## config.mk

```make
export PLATFORM = sky130hd
export DESIGN_NAME = next_pc_length_branch_decoder
export DESIGN_NICKNAME = d
export VERILOG_FILES = /design/src/hw/rtl/npld_pkg.sv /design/src/hw/rtl/next_pc_length_branch_decoder.sv
export SDC_FILE = /design/constraint.sdc
export NUM_CORES = 1
export LEC_CHECK = 0
export ABC_CLOCK_PERIOD_IN_PS = 9600
export BUFFER_PORTS_ARGS = -buffer_cell sky130_fd_sc_hd__buf_4
export CORE_ASPECT_RATIO = 0.75
export CORE_MARGIN = 1.5
export CORE_UTILIZATION = 49
export CTS_CLUSTER_DIAMETER = 40
export DETAILED_ROUTE_END_ITERATION = 16
export PLACE_DENSITY_LB_ADDON = 0.2
export SYNTH_ARGS = -nofsm -noshare
export SYNTH_HDL_FRONTEND = slang
export SYNTH_SLANG_ARGS = --single-unit
export TNS_END_PERCENT = 1
```

## constraint.sdc

```tcl
create_clock -name clk -period 9.6 [get_ports clk]
set_input_delay 1.44 -clock clk [delete_from_list [all_inputs] [get_ports clk]]
set_output_delay 1.44 -clock clk [all_outputs]
set_load 0.005 [all_outputs]
```

## src/hw/rtl/npld_pkg.sv

```systemverilog
// ----------------------------------------------------------------------------
// npld_pkg
// Types, constants and the opcode pattern tables for the next-pc and
// instruction length decoder.
// ----------------------------------------------------------------------------
package npld_pkg;

    localparam int ADDR_BITS = 24;
    localparam int PC_W      = 24;
    localparam int NEXT_W    = 24;

    typedef logic [ADDR_BITS-1:0] addr_t;

    typedef enum logic [2:0] {
        KIND_RESOLVED = 3'd0,
        KIND_REGISTER = 3'd1,
        KIND_VECTOR   = 3'd2,
        KIND_RETURN   = 3'd3,
        KIND_UNDECODE = 3'd4
    } kind_t;

    typedef enum logic [2:0] {
        JT_NONE = 3'd0,
        JT_ABS  = 3'd1,
        JT_IND  = 3'd2,
        JT_RET  = 3'd3,
        JT_REG  = 3'd4,
        JT_RELB = 3'd5,
        JT_RELW = 3'd6
    } jump_t;

    localparam logic [7:0] OP_BSR_BYTE = 8'h55;
    localparam logic [7:0] OP_BSR_WORD = 8'h5c;

    typedef struct packed {
        logic [PC_W-1:0] pc_address;
        logic [31:0]     instruction_bytes;
        logic [7:0]      ccr;
    } in_word_t;

    typedef struct packed {
        kind_t             target_kind;
        logic [NEXT_W-1:0] next_address;
        logic [2:0]        register_index;
        logic [7:0]        vector_address;
        logic              branch_taken;
        logic [2:0]        length_words;
    } out_word_t;

    // len >= 0: length in words; len < 0: minus the next table number
    typedef struct packed {
        logic              hit;
        logic signed [3:0] len;
        jump_t             jt;
    } entry_t;

    localparam logic [6:0] COND_SEL [8] = '{
        7'h00, 7'h40, 7'h01, 7'h04, 7'h02, 7'h08, 7'h10, 7'h20
    };

    function automatic logic pm(input logic [7:0] b, input logic [7:0] pat,
                                input logic [7:0] msk);
        return (b & msk) == pat;
    endfunction

    function automatic entry_t mk(input logic signed [3:0] len, input jump_t jt);
        entry_t e;
        e.hit = 1'b1;
        e.len = len;
        e.jt  = jt;
        return e;
    endfunction

    // first matching entry wins
    function automatic entry_t find_entry(input logic [2:0] t, input logic [7:0] b);
        entry_t e;
        e = '{hit: 1'b0, len: 4'sd0, jt: JT_NONE};
        unique case (t)
            3'd0:
            begin
                priority if (pm(b, 8'h00, 8'hff)) e = mk( 4'sd1, JT_NONE);
                else if (pm(b, 8'h01, 8'hff)) e = mk(-4'sd1, JT_NONE);
                else if (pm(b, 8'h02, 8'hfe)) e = mk( 4'sd1, JT_NONE);
                else if (pm(b, 8'h04, 8'hee)) e = mk( 4'sd1, JT_NONE);
                else if (pm(b, 8'h06, 8'hfe)) e = mk( 4'sd1, JT_NONE);
                else if (pm(b, 8'h08, 8'hea)) e = mk( 4'sd1, JT_NONE);
                else if (pm(b, 8'h0a, 8'hee)) e = mk( 4'sd1, JT_NONE);
                else if (pm(b, 8'h0e, 8'hee)) e = mk( 4'sd1, JT_NONE);
                else if (pm(b, 8'h10, 8'hfc)) e = mk( 4'sd1, JT_NONE);
                else if (pm(b, 8'h16, 8'hfe)) e = mk( 4'sd1, JT_NONE);
                else if (pm(b, 8'h20, 8'he0)) e = mk( 4'sd1, JT_NONE);
                else if (pm(b, 8'h40, 8'hf0)) e = mk( 4'sd1, JT_RELB);
                else if (pm(b, 8'h50, 8'hfc)) e = mk( 4'sd1, JT_NONE);
                else if (pm(b, 8'h54, 8'hfd)) e = mk( 4'sd1, JT_RET);
                else if (pm(b, 8'h55, 8'hff)) e = mk( 4'sd1, JT_RELB);
                else if (pm(b, 8'h57, 8'hff)) e = mk( 4'sd1, JT_NONE);
                else if (pm(b, 8'h58, 8'hfb)) e = mk( 4'sd2, JT_RELW);
                else if (pm(b, 8'h59, 8'hfb)) e = mk( 4'sd1, JT_REG);
                else if (pm(b, 8'h5a, 8'hfb)) e = mk( 4'sd2, JT_ABS);
                else if (pm(b, 8'h5b, 8'hfb)) e = mk( 4'sd2, JT_IND);
                else if (pm(b, 8'h60, 8'he8)) e = mk( 4'sd1, JT_NONE);
                else if (pm(b, 8'h68, 8'hfa)) e = mk( 4'sd1, JT_NONE);
                else if (pm(b, 8'h6a, 8'hfe)) e = mk(-4'sd2, JT_NONE);
                else if (pm(b, 8'h6e, 8'hfe)) e = mk( 4'sd2, JT_NONE);
                else if (pm(b, 8'h78, 8'hff)) e = mk( 4'sd4, JT_NONE);
                else if (pm(b, 8'h79, 8'hff)) e = mk( 4'sd2, JT_NONE);
                else if (pm(b, 8'h7a, 8'hff)) e = mk( 4'sd3, JT_NONE);
                else if (pm(b, 8'h7b, 8'hff)) e = mk( 4'sd2, JT_NONE);
                else if (pm(b, 8'h7c, 8'hfc)) e = mk( 4'sd2, JT_NONE);
                else if (pm(b, 8'h80, 8'h80)) e = mk( 4'sd1, JT_NONE);
                else e.hit = 1'b0;
            end
            3'd1:
            begin
                priority if (pm(b, 8'h00, 8'hff)) e = mk(-4'sd3, JT_NONE);
                else if (pm(b, 8'h40, 8'hf0)) e = mk(-4'sd3, JT_NONE);
                else if (pm(b, 8'h80, 8'hf0)) e = mk( 4'sd1, JT_NONE);
                else if (pm(b, 8'hc0, 8'hc0)) e = mk( 4'sd2, JT_NONE);
                else e.hit = 1'b0;
            end
            3'd2:
            begin
                priority if (pm(b, 8'h00, 8'h20)) e = mk(4'sd2, JT_NONE);
                else if (pm(b, 8'h20, 8'h20)) e = mk(4'sd3, JT_NONE);
                else e.hit = 1'b0;
            end
            3'd3:
            begin
                priority if (pm(b, 8'h69, 8'hfb)) e = mk( 4'sd2, JT_NONE);
                else if (pm(b, 8'h6b, 8'hff)) e = mk(-4'sd4, JT_NONE);
                else if (pm(b, 8'h6f, 8'hff)) e = mk( 4'sd3, JT_NONE);
                else if (pm(b, 8'h78, 8'hff)) e = mk( 4'sd5, JT_NONE);
                else e.hit = 1'b0;
            end
            3'd4:
            begin
                priority if (pm(b, 8'h00, 8'h78)) e = mk(4'sd3, JT_NONE);
                else if (pm(b, 8'h20, 8'h78)) e = mk(4'sd4, JT_NONE);
                else e.hit = 1'b0;
            end
            default:
            begin
                e.hit = 1'b0;
            end
        endcase
        return e;
    endfunction

    // walk the prefix chain, at most four bytes deep
    function automatic entry_t decode_entry(input logic [31:0] ib);
        entry_t     e;
        entry_t     res;
        logic [2:0] t;
        logic       done;
        logic [7:0] b;
        res  = '{hit: 1'b0, len: 4'sd0, jt: JT_NONE};
        t    = 3'd0;
        done = 1'b0;
        for (int lvl = 0; lvl < 4; lvl++)
        begin
            if (!done)
            begin
                b = 8'(ib >> (24 - 8 * lvl));
                e = find_entry(t, b);
                if (!e.hit)
                begin
                    done = 1'b1;
                end
                else if (e.len < 0)
                begin
                    t = 3'(-e.len);
                end
                else
                begin
                    res  = e;
                    done = 1'b1;
                end
            end
        end
        return res;
    endfunction

    function automatic logic cond_holds(input logic [3:0] code, input logic [7:0] ccr);
        logic       nv;
        logic [6:0] syn;
        logic [6:0] m;
        nv  = ccr[3] ^ ccr[1];
        syn = {ccr[2] | ccr[0], nv | ccr[2], nv, ccr[3:0]};
        m   = syn & COND_SEL[code[3:1]];
        return code[0] ? (m != 7'd0) : (m == 7'd0);
    endfunction

endpackage

```

## src/hw/rtl/next_pc_length_branch_decoder.sv

```systemverilog
// an accepted input word passes through the input register and then the result register
// throughput: one word per cycle while the result is not stalled; the table walk and
// the next-address adders sit between the input register and the result register
// a stalled result holds in its register while the input register still fills
// reset: rst_n asynchronous, active low, empties both register stages
// ----------------------------------------------------------------------------
// next_pc_length_branch_decoder
// Decodes instruction length and next fetch address, resolving relative
// branches from the condition codes.
// ----------------------------------------------------------------------------
module next_pc_length_branch_decoder (
    input  logic                clk,
    input  logic                rst_n,
    input  logic                in_valid,
    output logic                in_ready,
    input  npld_pkg::in_word_t  in_data,
    output logic                out_valid,
    input  logic                out_ready,
    output npld_pkg::out_word_t out_data
);
    import npld_pkg::*;

    logic      in_valid_reg;
    in_word_t  in_word_reg;
    logic      out_valid_reg;
    out_word_t out_word_reg;
    out_word_t out_word_next;

    logic      out_load;
    logic      in_load;

    entry_t      ent;
    logic [31:0] ib;
    logic [7:0]  b0;
    logic [7:0]  b1;
    logic [15:0] w1;
    addr_t       pc;
    addr_t       offset;
    addr_t       sum;
    logic        taken;

    assign out_load  = !out_valid_reg || out_ready;
    assign in_ready  = !in_valid_reg || out_load;
    assign in_load   = in_valid && in_ready;
    assign out_valid = out_valid_reg;
    assign out_data  = out_word_reg;

    always_comb
    begin
        ib     = in_word_reg.instruction_bytes;
        b0     = ib[31:24];
        b1     = ib[23:16];
        w1     = ib[15:0];
        pc     = ADDR_BITS'(in_word_reg.pc_address);
        ent    = decode_entry(ib);
        taken  = 1'b0;
        offset = ADDR_BITS'({3'(ent.len), 1'b0});

        out_word_next                = '0;
        out_word_next.target_kind    = KIND_UNDECODE;

        if (ent.jt == JT_RELB)
        begin
            taken  = (b0 == OP_BSR_BYTE) || cond_holds(b0[3:0], in_word_reg.ccr);
            offset = taken ? addr_t'({{(ADDR_BITS-8){b1[7]}}, b1}) + addr_t'(2)
                           : addr_t'(2);
        end
        else if (ent.jt == JT_RELW)
        begin
            taken  = (b0 == OP_BSR_WORD) || cond_holds(b1[7:4], in_word_reg.ccr);
            offset = taken ? addr_t'({{(ADDR_BITS-16){w1[15]}}, w1}) + addr_t'(4)
                           : addr_t'(4);
        end
        sum = pc + offset;

        if (ent.hit)
        begin
            out_word_next.target_kind  = KIND_RESOLVED;
            out_word_next.length_words = 3'(ent.len);
            unique case (ent.jt)
                JT_ABS:
                begin
                    out_word_next.next_address = NEXT_W'(ADDR_BITS'(ib));
                end
                JT_IND:
                begin
                    out_word_next.target_kind    = KIND_VECTOR;
                    out_word_next.vector_address = b1;
                end
                JT_RET:
                begin
                    out_word_next.target_kind = KIND_RETURN;
                end
                JT_REG:
                begin
                    out_word_next.target_kind    = KIND_REGISTER;
                    out_word_next.register_index = b1[6:4];
                end
                JT_RELB, JT_RELW:
                begin
                    out_word_next.branch_taken = taken;
                    out_word_next.next_address = NEXT_W'(sum);
                end
                default:
                begin
                    out_word_next.next_address = NEXT_W'(sum);
                end
            endcase
        end
    end

    always_ff @(posedge clk or negedge rst_n)
    begin
        if (!rst_n)
        begin
            in_valid_reg  <= 1'b0;
            out_valid_reg <= 1'b0;
        end
        else
        begin
            if (in_ready)
            begin
                in_valid_reg <= in_valid;
            end
            if (out_load)
            begin
                out_valid_reg <= in_valid_reg;
            end
        end
    end

    // payload registers, no reset
    always_ff @(posedge clk)
    begin
        if (in_load)
        begin
            in_word_reg <= in_data;
        end
        if (out_load && in_valid_reg)
        begin
            out_word_reg <= out_word_next;
        end
    end

endmodule

```

## Word-level counts from Yosys, hierarchy flattened

Memory sizes are Yosys's and may differ from the RTL's.
Index checks and enable logic that the tools add are counted.

- Bits in registers: 104
- ROM bits: 112
- Input port bits: 68
- Output and inout port bits: 44
- Word-level logic and storage cells: 436
- Memories: 2

Memories:

| name | words | width | rd ports | clocked after memory_dff | wr ports | RTL line | text |
|---|---|---|---|---|---|---|---|
| (no name shown) | 8 | 7 | 1 | 0 | 0 | npld_pkg.sv:189 | `m = syn & COND_SEL[code[3:1]];` |
| (no name shown) | 8 | 7 | 1 | 0 | 0 | npld_pkg.sv:189 |  |

- Add/subtract/negate cells: 6
- $lt $le $gt $ge: 6
- Eq/ne operators: 149
- Multiplexer cells: 225
- Bitwise logic cells: 7
- Reductions and logical operators: 30

Operators with widths:

| kind | number |
|---|---|
| $mux 8 | 151 |
| $eq 8x7->1 const B | 31 |
| $eq 7x6->1 const B | 31 |
| $pmux 7 s5 | 3 |
| $mux 24 | 4 |
| $logic_not 8->1 | 10 |
| $eq 6x3->1 const B | 12 |
| $eq 6x5->1 const B | 12 |
| $mux 7 | 7 |
| $pmux 24 s2 | 1 |
| $eq 4x3->1 const B | 11 |
| $mux 6 | 6 |
| $eq 8x1->1 const B | 4 |
| $mux 1 | 31 |
| $mux 5 | 6 |
| $eq 7x1->1 const B | 4 |
| $eq 7x2->1 const B | 4 |
| $eq 7x4->1 const B | 4 |
| $add 24x24->24 | 1 |
| $eq 3x1->1 const B | 8 |
| $eq 3x2->1 const B | 8 |
| $eq 6x2->1 const B | 4 |
| $mux 3 | 8 |
| $eq 5x2->1 const B | 4 |
| other kinds (24) | 58 |

## Longest topological paths before layout

- Depth after elaboration: 59
- Gate-level depth with buffers: 49
- Mapped depth without buffers: 48

## Worst setup path before layout

No wires, ideal clock.

- Path kind: reg2reg
- Start point: register in_word_reg (netlist bit ib[29])
- End point: register out_word_reg (netlist bit out_data[38]), data pin
- Library setup time: 262 ps
- Arrival: 9,144 ps
- Setup slack: 194 ps
- Stages on the path, launching flop included: 42
- Buffers on the path: 1
- Clock period less this slack: 9,406 ps
- Cell sequence: edfxtp_1 > or3b_1 > nor3_2 > a2111oi_2 > ha_1 > nor2_1 > nand2_1 > o32ai_1 > a311oi_4 > nand2_1 > inv_1 > ha_1 > a21boi_0 > a21boi_2 > o31ai_1 > nand4_1 > a31oi_1 > ha_1 > [... 6 more ...] > inv_1 > a22oi_1 > ha_1 > a21o_1 > a21o_1 > a21o_1 > a21o_1 > a21oi_1 > o211ai_1 > a31oi_1 > a2111oi_0 > a2111oi_0 > nor2b_1 > o21ai_0 > nand2b_1 > a31oi_1 > o21a_1 > o31ai_2

- Word-level cells in the longest chain between the ends: 59

Ends and longest elaborated chain:

| what | RTL line | text |
|---|---|---|
| from (decl) | next_pc_length_branch_decoder.sv:24 | `in_word_t in_word_reg;` |
| from (signal assigned) | next_pc_length_branch_decoder.sv:137 | `in_word_reg <= in_data;` |
| $eq 6x5->1 | npld_pkg.sv:63 | `return (b & msk) == pat;` |
| $mux 8 | npld_pkg.sv:109 | `else if (pm(b, 8'h7c, 8'hfc)) e = mk( 4'sd2, JT_NONE);` |
| $mux 8 | npld_pkg.sv:108 | `else if (pm(b, 8'h7b, 8'hff)) e = mk( 4'sd2, JT_NONE);` |
| $mux 8 | npld_pkg.sv:107 | `else if (pm(b, 8'h7a, 8'hff)) e = mk( 4'sd3, JT_NONE);` |
| $mux 8 | npld_pkg.sv:106 | `else if (pm(b, 8'h79, 8'hff)) e = mk( 4'sd2, JT_NONE);` |
| $mux 8 | npld_pkg.sv:105 | `else if (pm(b, 8'h78, 8'hff)) e = mk( 4'sd4, JT_NONE);` |
| $mux 8 | npld_pkg.sv:104 | `else if (pm(b, 8'h6e, 8'hfe)) e = mk( 4'sd2, JT_NONE);` |
| $mux 8 | npld_pkg.sv:103 | `else if (pm(b, 8'h6a, 8'hfe)) e = mk(-4'sd2, JT_NONE);` |
| [... 43 more ...] | -- |  |
| $mux 8 | npld_pkg.sv:169 | `else if (e.len < 0)` |
| $mux 8 | npld_pkg.sv:165 | `if (!e.hit)` |
| $mux 8 | npld_pkg.sv:161 | `if (!done)` |
| $eq 3x3->1 | next_pc_length_branch_decoder.sv:68 | `else if (ent.jt == JT_RELW)` |
| $mux 24 | next_pc_length_branch_decoder.sv:68 |  |
| $mux 24 | next_pc_length_branch_decoder.sv:62 | `if (ent.jt == JT_RELB)` |
| $add 24x24->24 | next_pc_length_branch_decoder.sv:74 | `sum = pc + offset;` |
| $pmux 24 s2 | next_pc_length_branch_decoder.sv:80 | `unique case (ent.jt)` |
| to (signal assigned) | next_pc_length_branch_decoder.sv:141 | `out_word_reg <= out_word_next;` |
| to (decl) | next_pc_length_branch_decoder.sv:26 | `out_word_t out_word_reg;` |

Parallel ways exist; a longest one is shown, timed or not. The select of a mux whose other input is x is not followed.
A chain may end at the register's enable or synchronous reset.

## Worst setup path in the final report

- Start point: register in_word_reg (netlist bit ib[31])
- End point: register out_word_reg (netlist bit out_data[32]), data pin

- Word-level cells in the longest chain between the ends: 59

Ends and longest elaborated chain:

| what | RTL line |
|---|---|
| $eq 6x5->1 or $mux 4 (tied branches) | npld_pkg.sv:63, npld_pkg.sv:110 |
| $mux 8 | npld_pkg.sv:109 |
| $mux 8 | npld_pkg.sv:108 |
| $mux 8 | npld_pkg.sv:107 |
| $mux 8 | npld_pkg.sv:106 |
| $mux 8 | npld_pkg.sv:105 |
| $mux 8 | npld_pkg.sv:104 |
| $mux 8 | npld_pkg.sv:103 |
| [... 43 more ...] | -- |
| $mux 8 | npld_pkg.sv:169 |
| $mux 8 | npld_pkg.sv:165 |
| $mux 8 | npld_pkg.sv:161 |
| $eq 3x3->1 | next_pc_length_branch_decoder.sv:68 |
| $mux 24 | next_pc_length_branch_decoder.sv:68 |
| $mux 24 | next_pc_length_branch_decoder.sv:62 |
| $add 24x24->24 | next_pc_length_branch_decoder.sv:74 |
| $pmux 24 s2 | next_pc_length_branch_decoder.sv:80 |

Parallel ways exist; a longest one is shown, timed or not. The select of a mux whose other input is x is not followed.

==> metrics.md <==
| Metric | Value |
|---|---|
| Startpoint types | flip-flop |
| Adder-cell share of the synthesized area | 5.39% |
| Worst Path Buf+Inv | 9 |
| TNS Setup | 0 ps |
| # rows | 40 |
| Area Overhead vs Synth | 27.8% |
| H-tree depth | 3 |
| Layout cells sized above 1 | 29.1% |
| Cell area power density | 113 nW/µm² |
| Worst-path clk slew | 80 ps |
| Initial Utilization | 50.7% |
| Largest net degree at the start of global routing | 61 |
| Synth Area in Compound Gates | 24.3% |
| Post-synth top area share | 37.3% |
| Yosys cell types | 98 |
| Critical path fanouts, max | 4 |
| # DRC | 0 |
| Synth top area cells | edfxtp_1 37%, ha_1 5.0%, nor2_1 4.5% |
| Max_cap viols | 0 |
| Slew Limit Fails | 0 |
| Post-synth EDFFs | 102 |
| Peak supply drop | 80.3 µV |
| TritonRoute pass-1 iters | 6 |
| Grt ovf | 0 |
| Final wirelength | 24500 µm |
| Lkg Pwr | 4.35 nW |
| Most used cell, CP | buf_4 |
| Ports | 112 |
| Post-Place Setup Slack | -128 ps |
| Via/cell ratio | 6.17 |
| Final GP Congestion | 0.982 |
| # hold bufs at CTS | 0 |
| # diodes | 0 |
| Post-synthesis mux area share | 0.518% |
| WL per Instance | 18.6 µm |
| First-pass GRT wire length | 37800 µm |
| Synth area leader | edfxtp_1 |
| Clock Tree Root | clkbuf_16 |
| Syn. warnings | 0 |
| Min cycle time layout | 9210 ps |
| Top delay family on crit path | compound AO/OA/AOI/OAI gates |
| Starting DRT DRC Count | 836 |
| Initial antenna violation count | 0 |
| Die height | 115 µm |
| Async SR Flop Fraction | 1.92% |
| Most frequent cells in the layout | 234 x buf_4, 102 x edfxtp_1, 96 x nor2_1, 73 x nand2_1, 55 x o21ai_0 |
| CTS Sinks | 104 |
| Bufs on Longest Clock Path | 2 |
| Post-Synthesis Cells | 911 |
| Total GRT Usage | 27.3% |
| Setup CP Type | reg -> reg |
| Post-Syn Area per Cell | 9.02 µm² |
| Post-route ant nets | 0 |
| Max FFs per register | 42 |
| HPWL Detailed | 18000 µm |
| Core box area | 16200 µm² |
| Most used flip-flop cell after synthesis | edfxtp_1 |
| Port-buffer cells | 107 |
| Status | complete, no violations |
| Total Power | 0.00119 W |
| Endpoint class of the critical path | flip-flop |
| Die X | 153 µm |
| Fin nets | 1206 |
| Setup violators final | 0 |
| Maximum clock frequency | 0.109 GHz |
| Worst endpoint required time | 9690 ps |
| Final Hold Fails | 0 |
| Largest family of logic cells by synthesized area | compound AO/OA/AOI/OAI gates |
| Hold WC Path Type | reg -> reg |
| CTS tree | built |
| Number of global-route vias before repair | 7139 |
| Critical path arrival | 9300 ps |
| Vias | 8138 |
| Post-synthesis simple-gate area fraction | 23.3% |
| Worst Max-Slew Pin Slew | 996 ps |
| Syn nets | 1013 |
| Overall die area | 17600 µm² |
| Setup WS post-layout | 387 ps |
| Fin Hold WS | 482 ps |
| Slew margin rel. | 33.3% |
| Slowest cell delay on critical path | 570 ps |
| Critical path's slowest cell | or4_4 |
| Clk_lat worst skew | 370 ps |
| Commonest non-fill, non-tap cell in the layout | buf_4 |
| Total CTS buffers | 9 |
| Sequential share of the synthesized area | 37.9% |
| Skew final | 10.7 ps |
| Post-synthesis register bit count | 104 |
| Post-Syn Area | 8220 µm² |
| Period utilization | 96.0% |
| Post-Synth XOR/XNOR Area | 4.26% |
[power breakdown]
| part | total (W) | internal [W] | switching, W |
|---|---|---|---|
| clock network | 0.000370 | 0.000189 | 0.000181 |
| logic | 0.000241 | 0.000114 | 0.000127 |
| registers | 0.000576 | 0.000541 | 0.0000352 |
[routing by layer]
metal / vias up / GRT usage, % / share of wire, % / wire (µm)
li1: 3839 / - / - / -
met4: 0 / 6.35 / 1.2 / 292
met1: 3835 / 40.5 / 47 / 11400
met2: 434 / 39.7 / 42 / 10200
met5: - / 0 / 0 / 0
met3: 30 / 7.01 / 11 / 2570
[logic make-up after synthesis]
group / count (synthesis)
simple gates: 364
compound gates: 279
flops: 104
buf+inv: 85
xor+xnor: 40
fa+ha+maj: 35
mux: 4
[synthesized netlist by cell type (4+ instances only)]
master / count
nand2_1: 73
a21oi_2: 4
buf_2: 9
o221ai_1: 4
nor2_1: 99
nand3b_1: 8
o21ai_0: 60
or3_1: 8
inv_1: 32
nor3_1: 25
o22ai_1: 9
a31oi_1: 13
o211ai_1: 8
clkbuf_1: 36
o21ai_1: 4
nand4_1: 9
a21boi_0: 5
a211oi_1: 7
a21o_1: 13
nand3_1: 29
nor4_1: 7
nand2b_1: 23
a31o_2: 4
o2111ai_1: 5
o21a_1: 5
edfxtp_1: 102
o31ai_1: 4
or4_1: 4
and3_1: 18
o41ai_1: 4
xnor2_1: 20
a221oi_1: 5
a21oi_1: 44
nor2b_1: 11
xor2_1: 20
o211a_1: 4
ha_1: 33
and2_1: 14
or2_2: 8
a22oi_1: 26
[cell type report]
class	instances	area (µm²)
fillers	1344	5710
multi-input cells	722	4960
flip-flops and latches	104	3110
repair buffers	234	1760
well taps	210	263
clock buffers	11	243
inverters	33	124
clock inverters	5	48.8
[worst paths after layout]
check,from,end,slack (ps),depth (start not counted)
min in group asynchronous,rst_n,in_valid_reg,850,1
max in group asynchronous,rst_n,out_valid,8660,1
worst min register to register,in_valid_reg,out_valid,480,1
worst max-delay path,ib[31],out_data[32],390,49
worst min-delay path,in_valid_reg,out_valid,480,1
worst max register to register,ib[31],out_data[32],390,49
[what timing repair did]
item / CTS / global route
resized for setup: 8 / 40
setup endpoints to repair: 4 / 11
pin swaps: 2 / 24
buffers inserted: 7 / 11
[stage by stage]
stage                     util (%)  std cells  area [µm²]
after global routing          64.8       1319       10500
after CTS                     63.2       1308       10300
after detailed placement      60.9       1285        9870
after global placement        60.9       1285        9870
after floorplan                  -        911        8220
final                         64.8       1319       10500
No activity file was read; power rests on OpenSTA's default activity.
